File: src/hw/rtl/ptw_pkg.sv
// Shared types, sizes and codes of the radix page table walker.
// No dependencies; every other file of the block refers to this package.
`default_nettype none

package ptw_pkg;

	// Geometry of the frame store and of the walk.
	localparam int FRAMES     = 64;
	localparam int LEVELS     = 5;
	localparam int INDEX_BITS = 10;

	// Fixed field widths of the ports.
	localparam int VPN_W     = 50;
	localparam int PPN_W     = 51;
	localparam int ROOT_W    = 6;
	localparam int BASE_W    = 7;
	localparam int CFG_W     = 7;
	localparam int CFG_IDX_W = 1;
	localparam int ACT_W     = 2;
	localparam int STAT_W    = 2;

	// Derived sizes.
	localparam int FRAME_W   = (FRAMES > 1) ? $clog2(FRAMES) : 1;
	localparam int ADDR_W    = FRAME_W + INDEX_BITS;
	localparam int MEM_DEPTH = FRAMES << INDEX_BITS;
	localparam int WALK_W    = LEVELS * INDEX_BITS;
	localparam int LVL_W     = (LEVELS > 1) ? $clog2(LEVELS) : 1;
	localparam int TAKEN_W   = $clog2(FRAMES + 1);
	localparam int NF_W      = ((TAKEN_W > BASE_W) ? TAKEN_W : BASE_W) + 1;
	// A stored entry keeps the valid bit and the 51-bit frame or page number.
	localparam int ENTRY_W   = PPN_W + 1;

	// Request codes.
	localparam logic [ACT_W-1:0] ACT_QUERY  = 2'd0;
	localparam logic [ACT_W-1:0] ACT_MAP    = 2'd1;
	localparam logic [ACT_W-1:0] ACT_REMOVE = 2'd2;

	// Response status codes.
	localparam logic [STAT_W-1:0] STATUS_OK   = 2'd0;
	localparam logic [STAT_W-1:0] STATUS_NONE = 2'd1;
	localparam logic [STAT_W-1:0] STATUS_FULL = 2'd2;

	// Configuration register indexes.
	localparam logic [CFG_IDX_W-1:0] REG_ROOT_FRAME = 1'b0;
	localparam logic [CFG_IDX_W-1:0] REG_ALLOC_BASE = 1'b1;

	typedef enum logic [2:0] {
		S_CLEAR,
		S_IDLE,
		S_READ,
		S_EVAL,
		S_FAIL,
		S_DONE
	} ptw_state_t;

	// Source of the data written into the frame store.
	typedef enum logic [1:0] {
		WR_ZERO,
		WR_TABLE,
		WR_LEAF
	} ptw_wr_sel_t;

	// Commands from the controller to the datapath.
	typedef struct packed {
		logic              clr;
		logic              load_item;
		logic              rd_en;
		logic              wr_en;
		ptw_wr_sel_t       wr_sel;
		logic              advance;
		logic              take_alloc;
		logic              set_res;
		logic [STAT_W-1:0] res_status;
		logic              res_found;
		logic              load_out;
	} ptw_cmd_t;

	// Status from the datapath to the controller.
	typedef struct packed {
		logic clr_done;
		logic root_bad;
		logic entry_valid;
		logic next_bad;
		logic alloc_full;
		logic is_map;
		logic is_remove;
		logic last_level;
	} ptw_stat_t;

endpackage

`default_nettype wire

File: src/hw/rtl/ptw_ctrl.sv
// Walk controller: state machine that sequences the clear pass, the table
// reads, allocation and leaf writes, and the response handshake. Uses ptw_pkg.
`default_nettype none

module ptw_ctrl (
	input  wire logic              clk,
	input  wire logic              arst_n,
	input  wire logic              req_valid,
	output logic                   req_stall,
	output logic                   rsp_valid,
	input  wire logic              rsp_stall,
	input  wire ptw_pkg::ptw_stat_t stat,
	output ptw_pkg::ptw_cmd_t      cmd
);

	ptw_pkg::ptw_state_t state_q, state_d;
	logic out_valid_q;
	logic out_free;

	assign out_free  = !out_valid_q || !rsp_stall;
	assign rsp_valid = out_valid_q;

	always_ff @(posedge clk or negedge arst_n) begin
		if (!arst_n) begin
			state_q     <= ptw_pkg::S_CLEAR;
			out_valid_q <= 1'b0;
		end else begin
			state_q <= state_d;
			if (cmd.load_out) begin
				out_valid_q <= 1'b1;
			end else if (!rsp_stall) begin
				out_valid_q <= 1'b0;
			end
		end
	end

	// Next state.
	always_comb begin
		state_d = state_q;
		case (state_q)
			ptw_pkg::S_CLEAR: begin
				if (stat.clr_done) begin
					state_d = ptw_pkg::S_IDLE;
				end
			end
			ptw_pkg::S_IDLE: begin
				if (req_valid) begin
					state_d = stat.root_bad ? ptw_pkg::S_FAIL : ptw_pkg::S_READ;
				end
			end
			ptw_pkg::S_READ: begin
				state_d = ptw_pkg::S_EVAL;
			end
			ptw_pkg::S_EVAL: begin
				if (stat.last_level) begin
					state_d = ptw_pkg::S_DONE;
				end else if (stat.entry_valid) begin
					state_d = stat.next_bad ? ptw_pkg::S_FAIL : ptw_pkg::S_READ;
				end else if (stat.is_map && !stat.alloc_full) begin
					state_d = ptw_pkg::S_READ;
				end else begin
					state_d = ptw_pkg::S_FAIL;
				end
			end
			ptw_pkg::S_FAIL: begin
				state_d = ptw_pkg::S_DONE;
			end
			ptw_pkg::S_DONE: begin
				if (out_free) begin
					state_d = ptw_pkg::S_IDLE;
				end
			end
			default: begin
				state_d = ptw_pkg::S_CLEAR;
			end
		endcase
	end

	// Outputs.
	always_comb begin
		cmd        = '0;
		cmd.wr_sel = ptw_pkg::WR_ZERO;
		req_stall  = 1'b1;
		case (state_q)
			ptw_pkg::S_CLEAR: begin
				cmd.clr = 1'b1;
			end
			ptw_pkg::S_IDLE: begin
				req_stall     = 1'b0;
				cmd.load_item = req_valid;
			end
			ptw_pkg::S_READ: begin
				cmd.rd_en = 1'b1;
			end
			ptw_pkg::S_EVAL: begin
				if (stat.last_level) begin
					cmd.set_res = 1'b1;
					if (stat.is_map) begin
						cmd.wr_en      = 1'b1;
						cmd.wr_sel     = ptw_pkg::WR_LEAF;
						cmd.res_status = ptw_pkg::STATUS_OK;
					end else begin
						cmd.wr_en      = stat.is_remove;
						cmd.res_status = stat.entry_valid ? ptw_pkg::STATUS_OK
						                                  : ptw_pkg::STATUS_NONE;
						cmd.res_found  = stat.entry_valid && !stat.is_remove;
					end
				end else if (stat.entry_valid) begin
					cmd.advance = !stat.next_bad;
				end else if (stat.is_map && !stat.alloc_full) begin
					cmd.wr_en      = 1'b1;
					cmd.wr_sel     = ptw_pkg::WR_TABLE;
					cmd.advance    = 1'b1;
					cmd.take_alloc = 1'b1;
				end
			end
			ptw_pkg::S_FAIL: begin
				cmd.set_res    = 1'b1;
				cmd.res_status = stat.is_map ? ptw_pkg::STATUS_FULL : ptw_pkg::STATUS_NONE;
			end
			ptw_pkg::S_DONE: begin
				cmd.load_out = out_free;
			end
			default: begin
				cmd.clr = 1'b0;
			end
		endcase
	end

	// The store has a single port: a read never shares a cycle with a write.
	a_single_port: assert property (@(posedge clk) disable iff (!arst_n)
		!(cmd.rd_en && (cmd.wr_en || cmd.clr)))
		else $error("frame store read and write in the same cycle");

	// After a request is taken, the next one waits for the walk to finish.
	a_one_walk: assert property (@(posedge clk) disable iff (!arst_n)
		(req_valid && !req_stall) |=> req_stall)
		else $error("request accepted while a walk is in progress");

	// A response appears only out of the final state of a walk.
	a_rsp_source: assert property (@(posedge clk) disable iff (!arst_n)
		$rose(rsp_valid) |-> $past(state_q) == ptw_pkg::S_DONE)
		else $error("response raised outside the done state");

	// No request is taken while the store is still being cleared.
	a_clear_blocks: assert property (@(posedge clk) disable iff (!arst_n)
		(state_q == ptw_pkg::S_CLEAR) |-> (req_stall && !rsp_valid))
		else $error("traffic during the clear pass");

endmodule

`default_nettype wire

File: config.mk
export PLATFORM = sky130hd
export DESIGN_NAME = ptw_ctrl
export DESIGN_NICKNAME = d
export VERILOG_FILES = /design/src/hw/rtl/ptw_pkg.sv /design/src/hw/rtl/ptw_ctrl.sv
export SDC_FILE = /design/constraint.sdc
export NUM_CORES = 1
export LEC_CHECK = 0
export BUFFER_PORTS_ARGS = -buffer_cell sky130_fd_sc_hd__clkbuf_2
export CORE_AREA = 2 2 39 41
export DETAILED_ROUTE_END_ITERATION = 8
export DIE_AREA = 0 0 41 43
export SLEW_MARGIN = 20
export SYNTH_ARGS = -nofsm -noshare
export SYNTH_HDL_FRONTEND = slang
export SYNTH_SLANG_ARGS = --single-unit
File: constraint.sdc
create_clock -name clk -period 1.5 [get_ports clk]
set_input_delay 0.3 -clock clk [delete_from_list [all_inputs] [get_ports clk]]
set_output_delay 0.3 -clock clk [all_outputs]
set_load 0.05 [all_outputs]
==> results of run 1 <==
synth_stat cells, drive strengths merged:
library cell  instances
nand2b                4
and3                  3
dfrtp                 4
a21oi                 6
nor3                  2
and3b                 1
nor2                  6
buf                   4
inv                   1
o21a                  2
a21o                  2
nor4b                 1
o21ba                 1
o21ai                 1
nand3b                3
or2b                  2
nor4                  1
o22ai                 1
or3b                  1
nor2b                 1
nand2                 7
state kept, by name, summed over array words and instances (netlist names):
register / count
rsp_valid: 1
state_q: 3
power by group through the flow:
stage | Combinational, mW | Sequential (mW) | Clock [mW]
after floorplan | 0.741 | 0.242 | 0
after detailed placement | 1.08 | 0.205 | 0
after CTS | 1.29 | 0.204 | 0.146
final | 1.48 | 0.213 | 0.135
after global routing | 1.55 | 0.222 | 0.152
after global placement | 1.08 | 0.202 | 0
final timing paths:
check | slack, ns | cells past startpoint | from | to
max | -0.19 | 5 | state_q[2] | cmd[2]
max reg2reg | 0.04 | 7 | state_q[2] | state_q[1]
min | 0.38 | 3 | rsp_stall | rsp_valid
max in group asynchronous | 0.96 | 2 | arst_n | state_q[0]
min in group asynchronous | 0.40 | 2 | arst_n | state_q[1]
min reg2reg | 0.63 | 2 | rsp_valid | rsp_valid
logic make-up after synthesis:
| kind of cell | after synthesis | synth area share [%] |
|---|---|---|
| AOI/OAI and AO/OA | 13 | 19.1 |
| and+or+nand+nor | 32 | 47.7 |
| buffers and inverters | 5 | 9.70 |
| DFF | 4 | 23.5 |
what timing repair did:
item,4_1_cts,5_1_grt
endpoints found under the hold margin,4,0
hold buffers,1,0
gates resized for setup,32,21
pin swaps,3,5
endpoints found under the setup margin,14,14
buffers inserted,0,4
cloned,0,0
metrics by stage:
step	setup TNS (ns)	cell area, µm²
floorplan	-0.952	500
global placement	-0.414	752
detailed placement	-0.465	752
CTS	-2.23	940
global route	-2.63	1040
finish	-1.66	1040
final cells by class:
cell class | instances | area (µm²)
flip-flops and latches | 4 | 101
multi-input cells | 45 | 407
repair buffers | 46 | 488
well taps | 16 | 20.0
inverters | 1 | 3.75
clock buffers | 3 | 22.5
fillers | 101 | 342
critical path, stage by stage (launching register included):
cell and delay [ns]:
dfrtp_1 0.38, and3b_2 0.27, nand2_4 0.07, o21a_1 0.20, nor2_4 0.10, buf_8 0.15
metal layers:
metal  share of wire (%)  vias up  GRT usage, %  wire, µm
li1                    -      279             -         -
met1                  37      267          16.2       499
met2                  57       21          30.6       765
met3                 5.5        0          2.09        73
met4                   0        0          10.0         0
met5                   0        -             0         0
==> run summary, run 1 <==
Switching Share: 46.4%
Max-slew headroom: 75.3%
Syn-to-layout area delta: 145%
Top post-synthesis cells by area: dfrtp_1 24%, a21oi_1 7.1%, nand2_1 6.2%, nand2b_1 5.9%, buf_6 5.3%
Seq pwr share: 11.7%
IO Pins: 27
Num CTS Buffers: 3
Synthesized area: 425 µm²
Peak supply drop: 0.00119 V
Root buffer cell: clkbuf_4
Vias per cell: 4.93
RSZ-0062 raised after global routing: true
Synth Net Count: 66
Remaining global-route overflow: 0
Tmin final: 1.69 ns
Clk network pwr share: 7.4%
DR DRC count: 0
Clk_skew: 0.00822 ns
Site Rows: 14
Violated checks: setup timing
Diode count: 0
Sequential element share of the synthesized area: 23.5%
Final setup violation count: 14
Initial DRT Pass Iterations: 4
CTS tree: done
Gpl congestion: 0.723
Worst Hold Class: in2reg
Int Power: 0.978 mW
Initial DRC Count: 4
Vias in the first global route: 551
Max Freq: 590 MHz
Critical path type: reg2out
Pre-CTS WS: -0.126 ns
Syn avg cell area: 7.88 µm²
Leak: 0.513 nW
Max_cap viols: 0
Power after layout: 1.82 mW
CP max FO: 3
Final worst setup slack: -0.195 ns
Post-route ant nets: 0
DP HPWL: 939 µm
CP Data Required Time: 1.20 ns
Final #Nets: 113
Placed cells: 107
Die Wd: 41 µm
Slew @ Worst Pin: 0.367 ns
Most common cell after layout, fill and taps aside: buf_4
Clock Path Buffers: 2
Initial core utilization: 30.7%
First-pass GRT wire length: 2010 µm
Crit end category: output port
Unique cell type count in the Yosys netlist: 26
Layout cells sized above 1: 69.7%
Critical path launch point type: register
Vias: 567
DR WL/cell: 11.6 µm
Core area: 0.00138 mm²
Non-Filler Instances: 115
Initial antenna violation count: 0
Die height: 43 µm
CTS sink count: 4
Final Slew Violations: 0
Crit path DAT: 1.39 ns
Commonest non-fill, non-tap cells in the layout: 14 x buf_4, 12 x clkbuf_2, 7 x buf_8
Final hold vios: 0
Synth Instances: 54
DRT Wirelength: 1340 µm
Yosys top cell by area: dfrtp_1
Die Area: 0.00176 mm²
Outcome: finished, violations left
Worst hold margin: 0.376 ns
Total GRT Usage: 16.8%
Largest net degree at the start of global routing: 16
FF+latch count, synth: 4
Final Core Density: 75.3%
Clock latency on the worst-skew pair: 0.24 ns
Port Buf Inserts: 26
Top cell type's share of synthesized area: 23.5%
Tcrit/Tclk final: 113%
Clk slew on worst S/H paths: 0.03 ns
Combinational power share: 80.9%
Switching pwr: 0.845 mW
H-Tree Level Count: 1
Count of warnings emitted by yosys: 0
Pwr dens: 1750 mW/mm²
Note: power is estimated with default switching activity, not from simulation.
==> inputs of run 2 (changes only) <==
--- a/config.mk
+++ b/config.mk
@@ -9,6 +9,7 @@
 export CORE_AREA = 2 2 39 41
 export DETAILED_ROUTE_END_ITERATION = 8
 export DIE_AREA = 0 0 41 43
+export PLACE_DENSITY = 0.65
 export SLEW_MARGIN = 20
 export SYNTH_ARGS = -nofsm -noshare
 export SYNTH_HDL_FRONTEND = slang
==> constraint.sdc (replaced) <==
create_clock -name clk -period 1.4 [get_ports clk]
set_input_delay 0.28 -clock clk [delete_from_list [all_inputs] [get_ports clk]]
set_output_delay 0.28 -clock clk [all_outputs]
set_load 0.05 [all_outputs]
==> run 2 against run 1 <==
The run still ends with setup timing left. Critical path depth unchanged. Register-to-register slack got worse by 0.10 ns. Routed wire length down 4.2%. Critical endpoint unchanged. Sequential power is 3% higher. Sequential share of layout area is 0.70 points higher. Sequential cell count stayed put. Clock power up 18%. Combinational power is 6% lower. Via count down 2.1%. Final cell count down 1.7%. Final area down 6.7%.
==> run summary, run 2 (synthesis results as in run 1) <==
Num CTS Buffers: 3 (unchanged)
Port Buf Inserts: 26 (unchanged)
Commonest non-fill, non-tap cells in the layout: 16 x buf_4, 12 x clkbuf_2, 8 x buf_8 (was 14 x buf_4, 12 x clkbuf_2, 7 x buf_8)
Max_cap viols: 0 (unchanged)
Syn-to-layout area delta: 129% (was 145%)
Site Rows: 14 (unchanged)
Violated checks: setup timing (unchanged)
H-Tree Level Count: 1 (unchanged)
Design area: 972 µm² (was 0.00104 mm²)
Fill count: 105 (was 101)
Family with the most delay on the worst path: simple AND/OR/NAND/NOR gates (unchanged)
Initial DRC Count: 4 (unchanged)
Pwr dens: 1820 mW/mm² (was 1750 mW/mm²)
Critical path type: reg2out (unchanged)
WP buf/inv: 1 (unchanged)
Slew @ Worst Pin: 0.361 ns (was 0.367 ns)
Top reg by flops: state_q (unchanged)
Layout cells sized above 1: 68.0% (was 69.7%)
Remaining global-route overflow: 0 (unchanged)
Initial core utilization: 30.7% (unchanged)
Leak: 0.473 nW (was 0.513 nW)
Clk slew on worst S/H paths: 0.04 ns (was 0.03 ns)
First-pass GRT wire length: 1930 µm (was 2010 µm)
IO Pins: 27 (unchanged)
CP max FO: 6 (was 3)
Clock Path Buffers: 2 (unchanged)
Core area: 0.00138 mm² (unchanged)
DP HPWL: 983 µm (was 939 µm)
CP Data Required Time: 1.12 ns (was 1.20 ns)
Vias: 555 (was 567)
Die Area: 0.00176 mm² (unchanged)
Clock latency on the worst-skew pair: 0.24 ns (about the same)
Final hold vios: 0 (unchanged)
Critical path launch point type: register (unchanged)
Tmin final: 1.69 ns
CTS sink count: 4 (unchanged)
Initial DRT Pass Iterations: 3 (was 4)
Placed cell areas: 743 µm² (was 752 µm²)
DRT Wirelength: 1280 µm (was 1340 µm)
Final setup violation count: 16 (was 14)
Die Wd: 41 µm (unchanged)
Final worst setup slack: -0.295 ns (was -0.195 ns)
Worst path max stage delay: 0.41 ns (was 0.38 ns)
Outcome: finished, violations left (unchanged)
Crit end category: output port (unchanged)
Max-slew headroom: 75.7% (was 75.3%)
Final #Nets: 110 (was 113)
Root buffer cell: clkbuf_4 (unchanged)
Tcrit/Tclk final: 121%
Total GRT Usage: 16.5% (was 16.8%)
Final Slew Violations: 0 (unchanged)
Gpl congestion: 0.769 (was 0.723)
Diode count: 0 (unchanged)
CP cell instances: and3b_2, nand2_4, o21a_1, nor2_4, buf_8 (unchanged)
CTS tree: done (unchanged)
Clk_skew: 0.00776 ns (was 0.00822 ns)
DR DRC count: 0 (unchanged)
Max Freq: 590 MHz
Crit path DAT: 1.41 ns (was 1.39 ns)
Die height: 43 µm (unchanged)
Vias in the first global route: 512 (was 551)
Largest register FFs: 3 (unchanged)
Worst Hold Class: in2reg (unchanged)
Largest net degree at the start of global routing: 16 (unchanged)
RSZ-0062 raised after global routing: true (unchanged)
Initial antenna violation count: 0 (unchanged)
Peak supply drop: 0.00115 V (was 0.00119 V)
Vias per cell: 4.91 (was 4.93)
Post-route ant nets: 0 (unchanged)
DR WL/cell: 11.3 µm (was 11.6 µm)
Power after layout: 1.77 mW (was 1.82 mW)
CP max stage cell: dfrtp_1 (unchanged)
Most common cell after layout, fill and taps aside: buf_4 (unchanged)
run 2: path summary, 6_finish.rpt:
path | start | to | slack (ns) | cells after the start
worst min-delay path | rsp_stall | rsp_valid | 0.33 | 3
max in group asynchronous | arst_n | rsp_valid | 0.89 | 2
worst max register to register | state_q[1] | state_q[1] | -0.06 | 6
min in group asynchronous | arst_n | state_q[1] | 0.38 | 2
worst min register to register | rsp_valid | rsp_valid | 0.56 | 2
worst max-delay path | state_q[0] | cmd[2] | -0.29 | 5
run 2: per-layer routing:
layer	wire length, µm	GRT usage, %	share of wire, %
met5	0	0	0
met3	48	3.14	3.7
met4	0	10.0	0
met2	740	28.7	58
met1	492	16.6	38
run 2: worst register-to-register path: stages, from the launching register on:
cell and delay [ns]:
dfrtp_1 0.39, buf_4 0.15, buf_4 0.13, nor4_2 0.28
a21oi_1 0.08, or2b_1 0.18, o21ba_1 0.14
run 2: final cells by class:
type | instances | area (µm²) | share of cell area, %
repair buffers | 43 | 417 | 42.9
multi-input cells | 45 | 404 | 41.6
well taps | 16 | 20.0 | 2.06
flip-flops and latches | 4 | 101 | 10.4
clock buffers | 4 | 26.3 | 2.70
inverters | 1 | 3.75 | 0.386
run 2: repair_timing:
action,in CTS,in global routing
pin swaps,3,1
resized for setup,31,14
endpoints found under the setup margin,15,16
endpoints found under the hold margin,4,0
setup buffers,1,1
hold buffers,1,0
run 2: power breakdown:
group	internal (mW)	switching [mW]
clock	0.107	0.0517
sequential	0.169	0.0507
combinational	0.625	0.768
total	0.901	0.871
run 2: metrics by stage:
stage          cells  setup TNS (ns)  hold WS [ns]  setup WS [ns]  util (%)
2_1_floorplan     54           -1.58       -0.0156         -0.383         -
3_3_place_gp     106          -0.906        0.0889         -0.153      53.7
3_5_place_dp     106           -1.12        0.0910         -0.188      53.7
4_1_cts          112           -2.99         0.329         -0.311      66.9
5_1_grt          113           -4.12         0.348         -0.379      70.3
6_report         113           -3.04         0.332         -0.295      70.3
==> inputs of run 3 (changes only) <==
==> constraint.sdc (replaced) <==
create_clock -name clk -period 1.5 [get_ports clk]
set_input_delay 0.3 -clock clk [delete_from_list [all_inputs] [get_ports clk]]
set_output_delay 0.3 -clock clk [all_outputs]
set_load 0.05 [all_outputs]
==> run 3 against run 2 <==
The flow still finishes with violations (setup timing). Clock power shrank 13%. Final cell count fell by 1.8%. Power is 3.2% lower. Clock-buffer cell count shrank 1. First-iteration DRC count fell by 75%. Sequential cell count unchanged. Sequential power shrank 4%. Critical path depth did not move.
==> run summary, run 3 (synthesis results as in run 1) <==
Outcome: finished, violations left (unchanged)
Violated checks: setup timing (unchanged)
Max-slew headroom: 82.7% (was 75.7%)
Setup_tns: -1.82 ns (was -3.04 ns)
DP HPWL: 989 µm (was 983 µm)
Initial core utilization: 30.7% (unchanged)
Largest register FFs: 3 (unchanged)
Pwr dens: 1770 mW/mm² (was 1820 mW/mm²)
H-Tree Level Count: 1 (unchanged)
Placed cell areas: 752 µm² (was 743 µm²)
Largest net degree at the start of global routing: 16 (unchanged)
Critical path launch point type: register (unchanged)
Leak: 0.483 nW (was 0.473 nW)
Vias in the first global route: 485 (was 512)
Initial antenna violation count: 0 (unchanged)
Crit end category: output port (unchanged)
Final Slew Violations: 0 (unchanged)
Clk slew on worst S/H paths: 0.04 ns (about the same)
Vias per cell: 4.92 (was 4.91)
Max Freq: 584 MHz
Remaining global-route overflow: 0 (unchanged)
Port Buf Inserts: 26 (unchanged)
Commonest non-fill, non-tap cells in the layout: 12 x clkbuf_2, 11 x buf_4, 9 x buf_8 (was 16 x buf_4, 12 x clkbuf_2, 8 x buf_8)
DR WL/cell: 11.6 µm (was 11.3 µm)
Site Rows: 14 (unchanged)
Worst hold margin: 0.360 ns (was 0.332 ns)
CP startpoint: state_q[2] (was state_q[0])
Design area: 970 µm² (was 972 µm²)
Slew @ Worst Pin: 0.256 ns (was 0.361 ns)
Most common cell after layout, fill and taps aside: clkbuf_2 (was buf_4)
Initial DRC Count: 1 (was 4)
RSZ-0062 raised after global routing: true (unchanged)
IO Pins: 27 (unchanged)
DRT Wirelength: 1290 µm (was 1280 µm)
Clock latency on the worst-skew pair: 0.24 ns (about the same)
Diode count: 0 (unchanged)
RR Startpoint: state_q[2] (was state_q[1])
Core area: 0.00138 mm² (unchanged)
Post-route ant nets: 0 (unchanged)
CTS sink count: 4 (unchanged)
Fill count: 113 (was 105)
Die Area: 0.00176 mm² (unchanged)
Crit path DAT: 1.41 ns (about the same)
Vias: 546 (was 555)
Final setup violation count: 14 (was 16)
Tcrit/Tclk final: 114%
Root buffer cell: clkbuf_4 (unchanged)
Total GRT Usage: 16.2% (was 16.5%)
Worst hold start: rsp_stall (unchanged)
Peak supply drop: 0.00120 V (was 0.00115 V)
Die height: 43 µm (unchanged)
Top reg by flops: state_q (unchanged)
Max_cap viols: 0 (unchanged)
Critical path type: reg2out (unchanged)
CP max FO: 15 (was 6)
Die Wd: 41 µm (unchanged)
CTS tree: done (unchanged)
Num CTS Buffers: 3 (unchanged)
Clk_skew: 0.00626 ns (was 0.00776 ns)
Layout cells sized above 1: 67.4% (was 68.0%)
Gpl congestion: 0.717 (was 0.769)
Final hold vios: 0 (unchanged)
Tmin final: 1.71 ns
Syn-to-layout area delta: 128% (was 129%)
Final #Nets: 109 (was 110)
Final worst setup slack: -0.213 ns (was -0.295 ns)
DR DRC count: 0 (unchanged)
Clock Path Buffers: 2 (unchanged)
Initial DRT Pass Iterations: 4 (was 3)
CP Data Required Time: 1.20 ns (was 1.12 ns)
Worst Hold Class: in2reg (unchanged)
First-pass GRT wire length: 1840 µm (was 1930 µm)
-- run 3: path summary, 6_finish.rpt --
path                              endpoint  slack (ns)  depth (start not counted)
worst max-delay path                cmd[6]       -0.21                          5
worst min register to register   rsp_valid        0.61                          2
worst max register to register  state_q[1]        0.09                          5
max in group asynchronous       state_q[0]        0.98                          2
worst min-delay path             rsp_valid        0.36                          3
min in group asynchronous        rsp_valid        0.39                          2
-- run 3: cell type report --
type | instances | area, µm² | area share (%)
Multi-Input combinational cell | 45 | 385 | 39.7
Timing Repair Buffer | 42 | 437 | 45.0
Sequential cell | 4 | 101 | 10.5
Tap cell | 16 | 20.0 | 2.06
Clock buffer | 3 | 22.5 | 2.32
Inverter | 1 | 3.75 | 0.387
-- run 3: metal layers --
layer | vias to the layer above | part of all wire, % | track usage, %
li1 | 269 | - | -
met3 | 4 | 4.6 | 3.14
met1 | 252 | 35 | 15.3
met2 | 21 | 58 | 28.1
met4 | 0 | 2.6 | 12.0
met5 | - | 0 | 0
-- run 3: report_power, final --
part / leakage [nW] / switching, mW / internal, mW / total, mW
clock network: 0.0138 / 0.0494 / 0.0898 / 0.139
logic: 0.419 / 0.714 / 0.651 / 1.37
registers: 0.0499 / 0.0530 / 0.157 / 0.210
-- run 3: stage by stage --
| stage | setup slack, ns | instances | util (%) | total power [mW] |
|---|---|---|---|---|
| floorplan | -0.324 | 54 | - | 0.983 |
| global placement | -0.118 | 107 | 54.3 | 1.28 |
| detailed placement | -0.127 | 107 | 54.3 | 1.29 |
| CTS | -0.211 | 111 | 67.5 | 1.64 |
| global route | -0.279 | 111 | 70.1 | 1.81 |
| finish | -0.213 | 111 | 70.1 | 1.71 |
-- run 3: timing repair --
| action | CTS | global route |
|---|---|---|
| setup buffers | 0 | 0 |
| resized for setup | 33 | 16 |
| hold buffers | 1 | 0 |
| hold endpoints to repair | 4 | 0 |
| endpoints found under the setup margin | 14 | 14 |
| pin swaps | 5 | 2 |
-- run 3: worst max-delay path: stages (launching register included) --
cell and delay (ns):
dfrtp_1 0.36, buf_4 0.18, nand3b_4 0.19, buf_4 0.15, nor2_4 0.13, buf_12 0.14
